<file path="src/design/klt_pkg.sv">
// ----------------------------------------------------------------------------
// klt_pkg
// shared types, constants and keyword table for the keyword lexer
// ----------------------------------------------------------------------------
package klt_pkg;

   localparam int WordBufferLen = 16;
   localparam int PosBits       = 16;
   localparam int NumKw         = 31;
   localparam int CntBits       = $clog2(WordBufferLen + 1);
   localparam int BufIdxBits    = $clog2(WordBufferLen);
   localparam logic [PosBits-1:0] PosMax = {PosBits{1'b1}};

   localparam logic [5:0] K_IDENT  = 6'd29;
   localparam logic [5:0] K_INT    = 6'd30;
   localparam logic [5:0] K_DEC    = 6'd31;
   localparam logic [5:0] K_STR    = 6'd32;
   localparam logic [5:0] K_ASSIGN = 6'd41;
   localparam logic [5:0] K_EQ     = 6'd42;
   localparam logic [5:0] K_NE     = 6'd43;
   localparam logic [5:0] K_GT     = 6'd44;
   localparam logic [5:0] K_GE     = 6'd45;
   localparam logic [5:0] K_LT     = 6'd46;
   localparam logic [5:0] K_LE     = 6'd47;
   localparam logic [5:0] K_DIV    = 6'd50;
   localparam logic [5:0] K_EOF    = 6'd53;
   localparam logic [5:0] K_NONE   = 6'd0;

   localparam logic [2:0] E_TOKEN   = 3'd0;
   localparam logic [2:0] E_COMMENT = 3'd1;
   localparam logic [2:0] E_STRING  = 3'd2;
   localparam logic [2:0] E_POINTS  = 3'd3;
   localparam logic [2:0] E_CHAR    = 3'd4;

   typedef enum logic [3:0] {
      S_IDLE, S_SLASH, S_LINEC, S_BLOCK, S_BSTAR, S_STRING, S_NUMBER,
      S_WORD, S_EQ, S_BANG, S_GT, S_LT, S_DOT
   } scan_state_type;

   // one result word
   typedef struct packed {
      logic [5:0]         kind;
      logic [2:0]         err;
      logic [PosBits-1:0] line;
      logic [PosBits-1:0] col;
      logic [PosBits-1:0] len;
      logic [7:0]         bad;
   } result_type;

   // what the front hands the back: up to two results; word results are
   // finished in the back by the keyword match
   typedef struct packed {
      logic                            cnt;     // 0: one result, 1: two
      logic                            w0;      // first result is a word
      logic                            w1;      // second result is a word
      logic [CntBits-1:0]              wlen;
      logic [WordBufferLen-1:0][7:0]   wbuf;
      result_type                      r0;
      result_type                      r1;
   } entry_type;

   typedef logic [8*WordBufferLen-1:0] kw_text_type;

   function automatic kw_text_type kw_str(input int i);
      kw_text_type t;
      t = '0;
      case (i)
         0:  t = kw_text_type'("incluir");
         1:  t = kw_text_type'("programa");
         2:  t = kw_text_type'({"fin", "_programa"});
         3:  t = kw_text_type'("configurar");
         4:  t = kw_text_type'({"fin", "_configurar"});
         5:  t = kw_text_type'({"bucle", "_principal"});
         6:  t = kw_text_type'({"fin", "_bucle"});
         7:  t = kw_text_type'("si");
         8:  t = kw_text_type'("entonces");
         9:  t = kw_text_type'("sino");
         10: t = kw_text_type'("fin_si");
         11: t = kw_text_type'("para");
         12: t = kw_text_type'("desde");
         13: t = kw_text_type'("hasta");
         14: t = kw_text_type'("hacer");
         15: t = kw_text_type'({"fin", "_para"});
         16: t = kw_text_type'("mientras");
         17: t = kw_text_type'({"fin", "_mientras"});
         18: t = kw_text_type'("repetir");
         19: t = kw_text_type'("veces");
         20: t = kw_text_type'("funcion");
         21: t = kw_text_type'({"fin", "_funcion"});
         22: t = kw_text_type'("retornar");
         23: t = kw_text_type'("entero");
         24: t = kw_text_type'("decimal");
         25: t = kw_text_type'("booleano");
         26: t = kw_text_type'("verdadero");
         27: t = kw_text_type'("falso");
         28: t = kw_text_type'({"configurar", "_pin"});
         29: t = kw_text_type'("escribir");
         30: t = kw_text_type'("esperar");
         default: t = '0;
      endcase
      return t;
   endfunction

   function automatic logic [4:0] kw_len(input int i);
      logic [4:0] l;
      l = 5'd0;
      case (i)
         0: l = 5'd7;   1: l = 5'd8;   2: l = 5'd12;  3: l = 5'd10;
         4: l = 5'd14;  5: l = 5'd15;  6: l = 5'd9;   7: l = 5'd2;
         8: l = 5'd8;   9: l = 5'd4;   10: l = 5'd6;  11: l = 5'd4;
         12: l = 5'd5;  13: l = 5'd5;  14: l = 5'd5;  15: l = 5'd8;
         16: l = 5'd8;  17: l = 5'd12; 18: l = 5'd7;  19: l = 5'd5;
         20: l = 5'd7;  21: l = 5'd11; 22: l = 5'd8;  23: l = 5'd6;
         24: l = 5'd7;  25: l = 5'd8;  26: l = 5'd9;  27: l = 5'd5;
         28: l = 5'd14; 29: l = 5'd8;  30: l = 5'd7;
         default: l = 5'd0;
      endcase
      return l;
   endfunction

   function automatic logic [5:0] kw_kind(input int i);
      logic [5:0] k;
      if (i < 25) k = 6'(i);
      else if (i < 28) k = 6'(i + 1);
      else k = 6'(i + 5);
      return k;
   endfunction

   function automatic logic [PosBits-1:0] sat_inc(input logic [PosBits-1:0] v);
      return (v == PosMax) ? v : v + 1'b1;
   endfunction

endpackage

</file>
<file path="src/design/keyword_lexer_tokenizer.sv">
// ----------------------------------------------------------------------------
// keyword_lexer_tokenizer
// byte-serial lexer with keyword table, token and error reports
// ----------------------------------------------------------------------------
// path: the results of a taken word are written into the queue, then loaded
//   into the output register of the back end
// throughput: one input word per cycle while the queue is not full; one result
//   per cycle while rsp_ready is high; a two-result entry is popped after both
// reset: synchronous, returns to line 1 column 1 idle, queue emptied
module keyword_lexer_tokenizer (
   input  logic        clock,
   input  logic        reset,
   input  logic        req_valid,
   output logic        req_ready,
   input  logic        req_mode,
   input  logic [7:0]  req_char_byte,
   output logic        rsp_valid,
   input  logic        rsp_ready,
   output logic [5:0]  rsp_token_kind,
   output logic [2:0]  rsp_error_code,
   output logic [15:0] rsp_line_number,
   output logic [15:0] rsp_column_number,
   output logic [15:0] rsp_token_length,
   output logic [7:0]  rsp_bad_byte,
   output logic        rsp_last_result
);
   import klt_pkg::*;

   logic       acc, push, nfull, nempty, pop;
   entry_type  pe, head;
   result_type r;

   assign req_ready = nfull;
   assign acc       = req_valid && req_ready;

   klt_front u_front (
      .clock, .reset, .in_valid(acc), .in_mode(req_mode), .in_byte(req_char_byte),
      .push, .push_entry(pe));

   klt_queue u_queue (
      .clock, .reset, .push, .push_entry(pe), .not_full(nfull),
      .not_empty(nempty), .pop, .head);

   klt_back u_back (
      .clock, .reset, .q_valid(nempty), .q_head(head), .q_pop(pop),
      .out_valid(rsp_valid), .out_ready(rsp_ready), .out_res(r),
      .out_last(rsp_last_result));

   assign rsp_token_kind    = r.kind;
   assign rsp_error_code    = r.err;
   assign rsp_line_number   = r.line;
   assign rsp_column_number = r.col;
   assign rsp_token_length  = r.len;
   assign rsp_bad_byte      = r.bad;

   a_no_push_full: assert property (@(posedge clock) disable iff (reset)
      push |-> nfull) else $error("push into full queue");
   a_pop_nonempty: assert property (@(posedge clock) disable iff (reset)
      pop |-> nempty) else $error("pop from empty queue");
   a_line_nonzero: assert property (@(posedge clock) disable iff (reset)
      rsp_valid |-> rsp_line_number != 16'd0) else $error("line zero");

endmodule

</file>
<file path="src/design/klt_front.sv">
// ----------------------------------------------------------------------------
// klt_front
// scanner state machine: takes one byte per cycle while in_valid is high and builds raw results
// ----------------------------------------------------------------------------
module klt_front (
   input  logic               clock,
   input  logic               reset,
   input  logic               in_valid,
   input  logic               in_mode,
   input  logic [7:0]         in_byte,
   output logic               push,
   output klt_pkg::entry_type push_entry
);
   import klt_pkg::*;

   scan_state_type                state_ff, state_in;
   logic [PosBits-1:0]            line_ff, line_in;
   logic [PosBits-1:0]            col_ff, col_in;
   logic [PosBits-1:0]            start_ff, start_in;
   logic [PosBits-1:0]            count_ff, count_in;
   logic                          point_ff, point_in;
   logic [WordBufferLen-1:0][7:0] wbuf_ff, wbuf_in;

   result_type res [2];
   logic       isw [2];
   logic [1:0] n;

   function automatic logic is_space(input logic [7:0] b);
      return b == 8'h20 || (b >= 8'd9 && b <= 8'd13);
   endfunction
   function automatic logic is_digit(input logic [7:0] b);
      return b >= "0" && b <= "9";
   endfunction
   function automatic logic is_alpha(input logic [7:0] b);
      return (b >= "a" && b <= "z") || (b >= "A" && b <= "Z");
   endfunction
   function automatic logic [5:0] single_op(input logic [7:0] b);
      logic [5:0] k;
      case (b)
         "(": k = 6'd36;
         ")": k = 6'd37;
         "{": k = 6'd38;
         "}": k = 6'd39;
         ",": k = 6'd40;
         "+": k = 6'd48;
         "-": k = 6'd49;
         "*": k = 6'd51;
         ";": k = 6'd52;
         default: k = K_NONE;
      endcase
      return k;
   endfunction

   always_comb begin
      logic [7:0]  b;
      logic        do_idle;
      logic [5:0]  k;
      logic [5:0]  ek;
      logic [2:0]  ee;
      logic [PosBits-1:0] el, ec, en;
      logic [7:0]  eb;
      logic        ew;
      logic        fe;
      b        = in_byte;
      state_in = state_ff;
      line_in  = line_ff;
      col_in   = col_ff;
      start_in = start_ff;
      count_in = count_ff;
      point_in = point_ff;
      wbuf_in  = wbuf_ff;
      res[0]   = '0;
      res[1]   = '0;
      isw[0]   = 1'b0;
      isw[1]   = 1'b0;
      n        = 2'd0;
      do_idle  = 1'b0;
      fe       = 1'b0;
      k        = K_NONE;
      ek = K_NONE; ee = E_TOKEN; el = line_ff; ec = col_ff; en = '0; eb = 8'd0;
      ew = 1'b0;

      // flush of the pending state, shared by several paths
      case (state_ff)
         S_SLASH: begin fe = 1'b1; ek = K_DIV; en = PosBits'(1); end
         S_BLOCK, S_BSTAR: begin fe = 1'b1; ee = E_COMMENT; end
         S_STRING: begin fe = 1'b1; ee = E_STRING; end
         S_NUMBER: begin
            fe = 1'b1; ek = point_ff ? K_DEC : K_INT; ec = start_ff; en = count_ff;
         end
         S_WORD: begin fe = 1'b1; ew = 1'b1; ec = start_ff; en = count_ff; end
         S_EQ: begin fe = 1'b1; ek = K_ASSIGN; en = PosBits'(1); end
         S_BANG: begin fe = 1'b1; ee = E_CHAR; eb = "!"; end
         S_GT: begin fe = 1'b1; ek = K_GT; en = PosBits'(1); end
         S_LT: begin fe = 1'b1; ek = K_LT; en = PosBits'(1); end
         S_DOT: begin fe = 1'b1; ee = E_CHAR; eb = "."; end
         default: fe = 1'b0;
      endcase

      if (in_mode) begin
         if (fe) begin
            res[0] = '{ek, ee, el, ec, en, eb};
            isw[0] = ew;
            n = 2'd1;
         end
         res[n[0]] = '{K_EOF, E_TOKEN, line_ff, fe && state_ff != S_NUMBER &&
                       state_ff != S_WORD && state_ff != S_BLOCK &&
                       state_ff != S_BSTAR && state_ff != S_STRING ?
                       sat_inc(col_ff) : col_ff, '0, 8'd0};
         n = n + 2'd1;
         state_in = S_IDLE;
         line_in  = PosBits'(1);
         col_in   = PosBits'(1);
         start_in = PosBits'(1);
         count_in = '0;
         point_in = 1'b0;
      end else begin
         case (state_ff)
            S_IDLE: do_idle = 1'b1;
            S_SLASH: begin
               if (b == "/") state_in = S_LINEC;
               else if (b == "*") state_in = S_BLOCK;
               else do_idle = 1'b1;
            end
            S_LINEC: begin
               if (b == 8'h0a) begin
                  line_in = sat_inc(line_ff); col_in = PosBits'(1); state_in = S_IDLE;
               end
            end
            S_BLOCK, S_BSTAR: begin
               if (state_ff == S_BSTAR && b == "/") state_in = S_IDLE;
               else begin
                  if (b == 8'h0a) begin
                     line_in = sat_inc(line_ff); col_in = PosBits'(1);
                  end else col_in = sat_inc(col_ff);
                  state_in = (b == "*") ? S_BSTAR : S_BLOCK;
               end
            end
            S_STRING: begin
               if (b == 8'h22) begin
                  res[0] = '{K_STR, E_TOKEN, line_ff, start_ff, count_ff, 8'd0};
                  n = 2'd1;
                  col_in = sat_inc(col_ff);
                  state_in = S_IDLE;
               end else if (b == 8'h0a) begin
                  res[0] = '{K_NONE, E_STRING, line_ff, col_ff, '0, 8'd0};
                  n = 2'd1;
                  line_in = sat_inc(line_ff); col_in = PosBits'(1);
                  state_in = S_IDLE;
               end else begin
                  count_in = sat_inc(count_ff);
                  col_in = sat_inc(col_ff);
               end
            end
            S_NUMBER: begin
               if (b == "." && point_ff) begin
                  res[0] = '{K_NONE, E_POINTS, line_ff, col_ff, '0, 8'd0};
                  res[1] = '{K_DEC, E_TOKEN, line_ff, start_ff, count_ff, 8'd0};
                  n = 2'd2;
                  state_in = S_DOT;
               end else if (is_digit(b) || b == ".") begin
                  if (b == ".") point_in = 1'b1;
                  count_in = sat_inc(count_ff);
                  col_in = sat_inc(col_ff);
               end else do_idle = 1'b1;
            end
            S_WORD: begin
               if (is_alpha(b) || is_digit(b) || b == "_") begin
                  if (count_ff < PosBits'(WordBufferLen))
                     wbuf_in[count_ff[BufIdxBits-1:0]] = b;
                  count_in = sat_inc(count_ff);
                  col_in = sat_inc(col_ff);
               end else do_idle = 1'b1;
            end
            S_EQ, S_BANG, S_GT, S_LT: begin
               if (b == "=") begin
                  case (state_ff)
                     S_EQ:    k = K_EQ;
                     S_BANG:  k = K_NE;
                     S_GT:    k = K_GE;
                     default: k = K_LE;
                  endcase
                  res[0] = '{k, E_TOKEN, line_ff, col_ff, PosBits'(2), 8'd0};
                  n = 2'd1;
                  col_in = sat_inc(sat_inc(col_ff));
                  state_in = S_IDLE;
               end else do_idle = 1'b1;
            end
            default: do_idle = 1'b1;
         endcase

         if (do_idle) begin
            // flush first (advances column for single-char pending forms)
            if (fe) begin
               res[0] = '{ek, ee, el, ec, en, eb};
               isw[0] = ew;
               n = 2'd1;
               if (state_ff != S_NUMBER && state_ff != S_WORD)
                  col_in = sat_inc(col_ff);
            end
            state_in = S_IDLE;
            if (is_space(b)) begin
               if (b == 8'h0a) begin
                  line_in = sat_inc(line_ff); col_in = PosBits'(1);
               end else col_in = sat_inc(col_in);
            end else begin
               start_in = col_in;
               count_in = '0;
               if (b == "/") state_in = S_SLASH;
               else if (b == 8'h22) begin
                  col_in = sat_inc(col_in); start_in = col_in; state_in = S_STRING;
               end else if (is_digit(b)) begin
                  count_in = PosBits'(1); point_in = 1'b0;
                  col_in = sat_inc(col_in); state_in = S_NUMBER;
               end else if (is_alpha(b) || b == "_") begin
                  wbuf_in[0] = b; count_in = PosBits'(1);
                  col_in = sat_inc(col_in); state_in = S_WORD;
               end else if (b == "=") state_in = S_EQ;
               else if (b == "!") state_in = S_BANG;
               else if (b == ">") state_in = S_GT;
               else if (b == "<") state_in = S_LT;
               else begin
                  k = single_op(b);
                  if (k != K_NONE)
                     res[n[0]] = '{k, E_TOKEN, line_in, col_in, PosBits'(1), 8'd0};
                  else
                     res[n[0]] = '{K_NONE, E_CHAR, line_in, col_in, '0, b};
                  n = n + 2'd1;
                  col_in = sat_inc(col_in);
               end
            end
         end
      end
   end

   always_ff @(posedge clock) begin
      if (reset) begin
         state_ff <= S_IDLE;
         line_ff  <= PosBits'(1);
         col_ff   <= PosBits'(1);
         start_ff <= PosBits'(1);
         count_ff <= '0;
         point_ff <= 1'b0;
      end else if (in_valid) begin
         state_ff <= state_in;
         line_ff  <= line_in;
         col_ff   <= col_in;
         start_ff <= start_in;
         count_ff <= count_in;
         point_ff <= point_in;
      end
   end

   always_ff @(posedge clock) begin
      if (in_valid) wbuf_ff <= wbuf_in;
   end

   always_comb begin
      push            = in_valid && n != 2'd0;
      push_entry.cnt  = n == 2'd2;
      push_entry.w0   = isw[0];
      push_entry.w1   = isw[1];
      push_entry.wlen = (count_ff > PosBits'(WordBufferLen)) ?
                        CntBits'(WordBufferLen + 1) : count_ff[CntBits-1:0];
      push_entry.wbuf = wbuf_ff;
      push_entry.r0   = res[0];
      push_entry.r1   = res[1];
   end

endmodule

</file>
<file path="src/design/klt_queue.sv">
// ----------------------------------------------------------------------------
// klt_queue
// four-word queue between the scanner and the result stage
// ----------------------------------------------------------------------------
module klt_queue (
   input  logic               clock,
   input  logic               reset,
   input  logic               push,
   input  klt_pkg::entry_type push_entry,
   output logic               not_full,
   output logic               not_empty,
   input  logic               pop,
   output klt_pkg::entry_type head
);
   import klt_pkg::*;

   entry_type  mem_ff [4];
   logic [1:0] wp_ff, rp_ff;
   logic [2:0] cnt_ff;

   assign not_full  = cnt_ff != 3'd4;
   assign not_empty = cnt_ff != 3'd0;
   assign head      = mem_ff[rp_ff];

   always_ff @(posedge clock) begin
      if (reset) begin
         wp_ff  <= '0;
         rp_ff  <= '0;
         cnt_ff <= '0;
      end else begin
         if (push) wp_ff <= wp_ff + 2'd1;
         if (pop) rp_ff <= rp_ff + 2'd1;
         cnt_ff <= cnt_ff + {2'd0, push} - {2'd0, pop};
      end
   end

   always_ff @(posedge clock) begin
      if (push) mem_ff[wp_ff] <= push_entry;
   end

endmodule

</file>
<file path="src/design/klt_back.sv">
// ----------------------------------------------------------------------------
// klt_back
// result stage: keyword match and output register; while out_ready is high, one result per cycle
// ----------------------------------------------------------------------------
module klt_back (
   input  logic                        clock,
   input  logic                        reset,
   input  logic                        q_valid,
   input  klt_pkg::entry_type          q_head,
   output logic                        q_pop,
   output logic                        out_valid,
   input  logic                        out_ready,
   output klt_pkg::result_type         out_res,
   output logic                        out_last
);
   import klt_pkg::*;

   logic       sel_ff;       // 1: second result of head next
   logic       valid_ff;
   result_type res_ff;
   logic       last_ff;

   result_type cur;
   logic       cur_w, cur_last, load;
   logic [5:0] wk;

   // keyword text stored first character in the low byte
   function automatic kw_text_type kw_str_le(input int i);
      kw_text_type s, r;
      int          l;
      s = kw_str(i);
      r = '0;
      l = int'(kw_len(i));
      for (int j = 0; j < WordBufferLen; j++)
         if (j < l) r[8*j +: 8] = s[8*(l-1-j) +: 8];
      return r;
   endfunction

   always_comb begin
      kw_text_type txt;
      txt = kw_text_type'(q_head.wbuf);
      wk = K_IDENT;
      for (int i = 0; i < NumKw; i++) begin
         if (CntBits'(kw_len(i)) == q_head.wlen) begin
            if ((txt & ((kw_text_type'(1) << (8 * kw_len(i))) - 1'b1)) ==
                kw_str_le(i))
               wk = kw_kind(i);
         end
      end
   end

   always_comb begin
      cur      = sel_ff ? q_head.r1 : q_head.r0;
      cur_w    = sel_ff ? q_head.w1 : q_head.w0;
      if (cur_w) cur.kind = wk;
      cur_last = sel_ff || !q_head.cnt;
      load     = q_valid && (!valid_ff || out_ready);
      q_pop    = load && cur_last;
   end

   always_ff @(posedge clock) begin
      if (reset) begin
         sel_ff   <= 1'b0;
         valid_ff <= 1'b0;
      end else begin
         if (load) sel_ff <= !cur_last;
         if (load) valid_ff <= 1'b1;
         else if (out_ready) valid_ff <= 1'b0;
      end
   end

   always_ff @(posedge clock) begin
      if (load) begin
         res_ff  <= cur;
         last_ff <= cur_last;
      end
   end

   assign out_valid = valid_ff;
   assign out_res   = res_ff;
   assign out_last  = last_ff;

endmodule

</file>
<file path="config.mk">
export PLATFORM = sky130hd
export DESIGN_NAME = keyword_lexer_tokenizer
export DESIGN_NICKNAME = d
export VERILOG_FILES = /design/src/design/klt_pkg.sv /design/src/design/keyword_lexer_tokenizer.sv /design/src/design/klt_front.sv /design/src/design/klt_queue.sv /design/src/design/klt_back.sv
export SDC_FILE = /design/constraint.sdc
export NUM_CORES = 2
export LEC_CHECK = 0
export BUFFER_PORTS_ARGS = -buffer_cell sky130_fd_sc_hd__buf_4
export CORE_UTILIZATION = 60
export CTS_BUF_LIST = sky130_fd_sc_hd__clkbuf_16
export DETAILED_ROUTE_END_ITERATION = 10
export PLACE_DENSITY_LB_ADDON = 0.25
export SLEW_MARGIN = 20
export SYNTH_ARGS = -nofsm -noshare
export SYNTH_HDL_FRONTEND = slang
export SYNTH_SLANG_ARGS = --single-unit
</file>
<file path="constraint.sdc">
create_clock -name clock -period 10.1 [get_ports clock]
set_clock_uncertainty 0.1 [all_clocks]
set_input_delay 0.505 -clock clock [delete_from_list [all_inputs] [get_ports clock]]
set_output_delay 0.505 -clock clock [all_outputs]
set_load 0.005 [all_outputs]
</file>
==> results.cfg <==
[run_status]
outcome = finished, final reports clean

[yosys]
synthSimpleGateAreaFrac_pct = 12.00
synthFlopType = edfxtp_1
synth_fa_ha_area_share_pct = 0.3549
ys_types = 102
synth_area_mm2 = 0.05499
synth_seq_area_share_pct = 68.77
synth_seq_cells = 1286
syn_avg_cell_area_um2 = 14.94
synth.area.mux_share_pct = 9.991
syn_nets = 3709
synth_edf_count = 1206
netlist_instances = 3681
synth-compound-area-share_pct = 6.489
synth-xor-area-share_pct = 0.5097
synth_top_family_by_area = simple AND/OR/NAND/NOR gates
ys_warn_count = 0
async_flop_share_pct = 0

[placed_design]
io_buffers = 80
place_congestion = 1.006
placed_area_mm2 = 0.05681
dp_hpwl_um = 87300

[clocking]
cts_resized = 0
cts_buffer_depth = 3
insertion_delay_ns = 0.76
clock-root-buffer = clkbuf_16
cts_made_buffers = 130
numClockSinks = 1286
cts_tree = done
cts_max_level = 4
cts.clk_slew.worst_paths_ns = 0.07

[critical_path]
reg2reg_from = u_front.col_ff[0]$_SDFFE_PP1P_
crit_path_end_kind = register
crit_chain = ha_1, nand2_1, nor4_1, nand2_1, mux2i_1, inv_1, ha_1, nand2_1, nor3_1, a41o_1, a2bb2oi_1, nand3_1, o211a_1, o22a_1, or3_1, o21ai_2, o21ai_0, a32o_1
r2r_slack_ns = 3.53
timing.critical_path.mode_cell = nand2_1
r2r_end = u_front.start_ff[11]$_SDFFE_PP0P_
crit_family = compound AO/OA/AOI/OAI gates
slowest_delay_ns = 0.71
cp_max_fo = 21
startpoint_type = register
crit_path_top_delay_cell = ha_1
cp_num_buf_inv = 1
r2r_cells = 18
worst_ep_arrival_time_ns = 7.12
critPathKind = register to register
critPathRequiredTime_ns = 10.65

[sta]
rsz0062_at_grt = false
setup_tns_ns = 0
tightest_slew_ns = 1.125
fin_crit_sh_pct = 65.07
drv_slew = 0
finalCriticalPeriod_ns = 6.573
finalHoldViolations = 0
setup_viol = 0
max_slew_margin_pct = 24.70
fmax_ghz = 0.1521

[power]
power.internal_uw = 10420
comb_power_share_pct = 21.4
power.density_mw_per_mm2 = 237.7
p_switching_uw = 4126
swShare_pct = 28.37
clock_power_share_pct = 33.2
totalPowerFinal_uw = 14540
p_seq_share_pct = 45.4
p_leak_uw = 0.01973
vdd_drop_max_uv = 228.0

[grt]
grt_max_degree = 112
grt_pass1_wl_um = 211800
antenna_found_initial = 1
track_usage_pct = 30.60
grt_pass1_vias = 33570
grt_overflow_total = 0

[routing]
viasPerCell = 6.825
ant_nets = 0
met2WireLength_um = 65280
vias = 34390
drcViolationCount = 0
route.met3.wl_um = 14210
dr.pass1.iters = 7
wl_per_cell_um = 27.97
drt-initial-drc-count = 4584
dr.max_layer_used = met4
met1_length_um = 57020
drt-total-wl_um = 140900

[finish]
area.growth.synth_to_final_pct = 11.26
nets = 3782
drive_gt1_share_pct = 16.52
final_area_mm2 = 0.06119

[die]
dieArea_mm2 = 0.09287
initial_core_util_pct = 60.81
fp.dieH_um = 304.7
core_area_mm2 = 0.09042
dieWidth_um = 304.7
rows = 110
boundaryPins = 81

[worst_hold_path]
hold_depth = 1
min_path_type = input pin to register
holdPathEnd = u_front.push_entry[176]$_DFFE_PP_
hp-start = req_char_byte[6]

[run]
drv_cap = 0
layout make-up:
| type | instances | area (um^2) |
|---|---|---|
| Antenna cell | 2 | 5.005 |
| Clock buffer | 131 | 3278 |
| Clock inverter | 108 | 1067 |
| Fill cell | 5952 | 29240 |
| Inverter | 54 | 203.9 |
| Multi-Input combinational cell | 2142 | 16170 |
| Sequential cell | 1286 | 37830 |
| Tap cell | 1176 | 1471 |
| Timing Repair Buffer | 140 | 1166 |
power groups by stage:
stage / logic [uW] / registers (uW) / clock network, uW
2_1_floorplan: 2020 / 6730 / 0
3_3_place_gp: 3060 / 6680 / 0
3_5_place_dp: 3090 / 6710 / 0
4_1_cts: 3120 / 6600 / 4890
5_1_grt: 3320 / 6640 / 5090
6_report: 3110 / 6600 / 4830
metrics by stage:
step                      setup WS (ns)  hold WS, ns  instances  util [%]
final                             3.527       0.1255       5039     67.67
after CTS                         3.677      0.08053       5037     67.65
after global routing              2.980      0.09208       5037     67.66
after global placement            3.928       0.3674       4797     62.82
after detailed placement          3.704       0.3778       4797     62.83
after floorplan                  0.8313       0.3517       3681         -
worst reg2reg max path, stage by stage (launching register included):
cell	delay (ns)
dfxtp_1	0.67
ha_1	0.71
nand2_1	0.24
nor4_1	0.57
nand2_1	0.33
mux2i_1	0.24
inv_1	0.15
ha_1	0.25
nand2_1	0.08
nor3_1	0.16
a41o_1	0.18
a2bb2oi_1	0.41
nand3_1	0.13
o211a_1	0.27
o22a_1	0.28
or3_1	0.65
o21ai_2	0.56
o21ai_0	0.18
a32o_1	0.30
cells in the mapped netlist, types with 12 or more instances:
| cell | instances | area share (%) |
|---|---|---|
| and2_1 | 61 | 0.69 |
| buf_1 | 25 | 0.17 |
| ha_1 | 14 | 0.32 |
| nand3b_1 | 27 | 0.37 |
| a31oi_1 | 21 | 0.24 |
| or4_1 | 16 | 0.22 |
| nand2_1 | 398 | 2.7 |
| xor2_1 | 12 | 0.19 |
| inv_1 | 52 | 0.35 |
| o22ai_1 | 21 | 0.24 |
| nor2_1 | 233 | 1.6 |
| nand2b_1 | 43 | 0.49 |
| a22oi_1 | 33 | 0.45 |
| buf_2 | 27 | 0.25 |
| a21oi_1 | 141 | 1.3 |
| o21ai_0 | 127 | 1.2 |
| nor4_1 | 49 | 0.56 |
| edfxtp_1 | 1206 | 66 |
| xnor2_1 | 20 | 0.32 |
| o31ai_1 | 12 | 0.16 |
| or3_1 | 26 | 0.30 |
| and3_1 | 38 | 0.43 |
| or2_2 | 21 | 0.24 |
| a211oi_1 | 13 | 0.18 |
| nand4_1 | 48 | 0.55 |
| nand3_1 | 85 | 0.77 |
| nor3_1 | 91 | 0.83 |
| nor2b_1 | 52 | 0.59 |
| o2bb2ai_1 | 17 | 0.27 |
| mux2i_1 | 37 | 0.67 |
| and4_1 | 12 | 0.19 |
| nand4b_1 | 17 | 0.27 |
| o211ai_1 | 22 | 0.30 |
| dfxtp_1 | 80 | 2.9 |
| mux4_2 | 223 | 9.1 |
| clkbuf_1 | 138 | 0.94 |
cell families (layout without fill, tap and decap cells):
family | after synthesis | in the layout
simple gates | 1287 | 1287
flops | 1286 | 1286
compound gates | 539 | 539
mux | 269 | 269
buf+inv | 253 | 433
xor+xnor | 32 | 32
fa+ha+maj | 15 | 15
other cells | 0 | 2
worst max-delay path by stage:
stage          slack, ns                      startpoint                                end  depth (start not counted)
6_report            3.53  u_front.col_ff[0]$_SDFFE_PP1P_  u_front.start_ff[11]$_SDFFE_PP0P_                         18
5_1_grt             2.98  u_front.col_ff[0]$_SDFFE_PP1P_   u_front.start_ff[5]$_SDFFE_PP0P_                         18
4_1_cts             3.68  u_front.col_ff[0]$_SDFFE_PP1P_  u_front.start_ff[11]$_SDFFE_PP0P_                         18
3_5_place_dp        3.70  u_front.col_ff[0]$_SDFFE_PP1P_  u_front.start_ff[11]$_SDFFE_PP0P_                         18
3_3_place_gp        3.93  u_front.col_ff[0]$_SDFFE_PP1P_  u_front.start_ff[11]$_SDFFE_PP0P_                         18
2_1_floorplan       0.83                req_char_byte[7]     u_queue.mem_ff[1][0]$_DFFE_PP_                         11
layout by cell type, fill, tap and decap left out, types with 52 or more instances in the layout:
master / n
nand3_1: 85
dfxtp_1: 77
inv_1: 73
and2_1: 57
nor2b_1: 52
clkbuf_16: 131
nor3_1: 90
edfxtp_1: 1206
o21ai_0: 127
mux4_2: 223
nand2_1: 398
nor2_1: 231
buf_4: 130
a21oi_1: 141
state kept, by name (all words and copies together), names as in the netlist, named ones only:
register,count
u_queue.wp_ff,2
u_queue.cnt_ff,3
u_front.count_ff,16
u_back.out_valid,1
u_back.sel_ff,1
u_front.push_entry,120
u_front.point_ff,1
u_queue.mem_ff,1020
u_queue.rp_ff,2
u_front.line_ff,16
u_back.out_last,1
u_front.state_ff,4
u_front.start_ff,16
u_back.out_res,65
u_front.col_ff,16
metal layers:
layer	track usage, %	vias up
li1	-	14630
met1	44.75	17330
met2	46.65	2102
met3	5.918	328
met4	10.37	0
met5	0	-
repair_timing:
item / 4_1_cts / 5_1_grt
endpoints found under the setup margin: 0 / 0
hold endpoints to repair: 1 / 0
setup buffers: 0 / 0
hold buffers: 1 / 0
No activity file was read; power rests on OpenSTA's default activity.
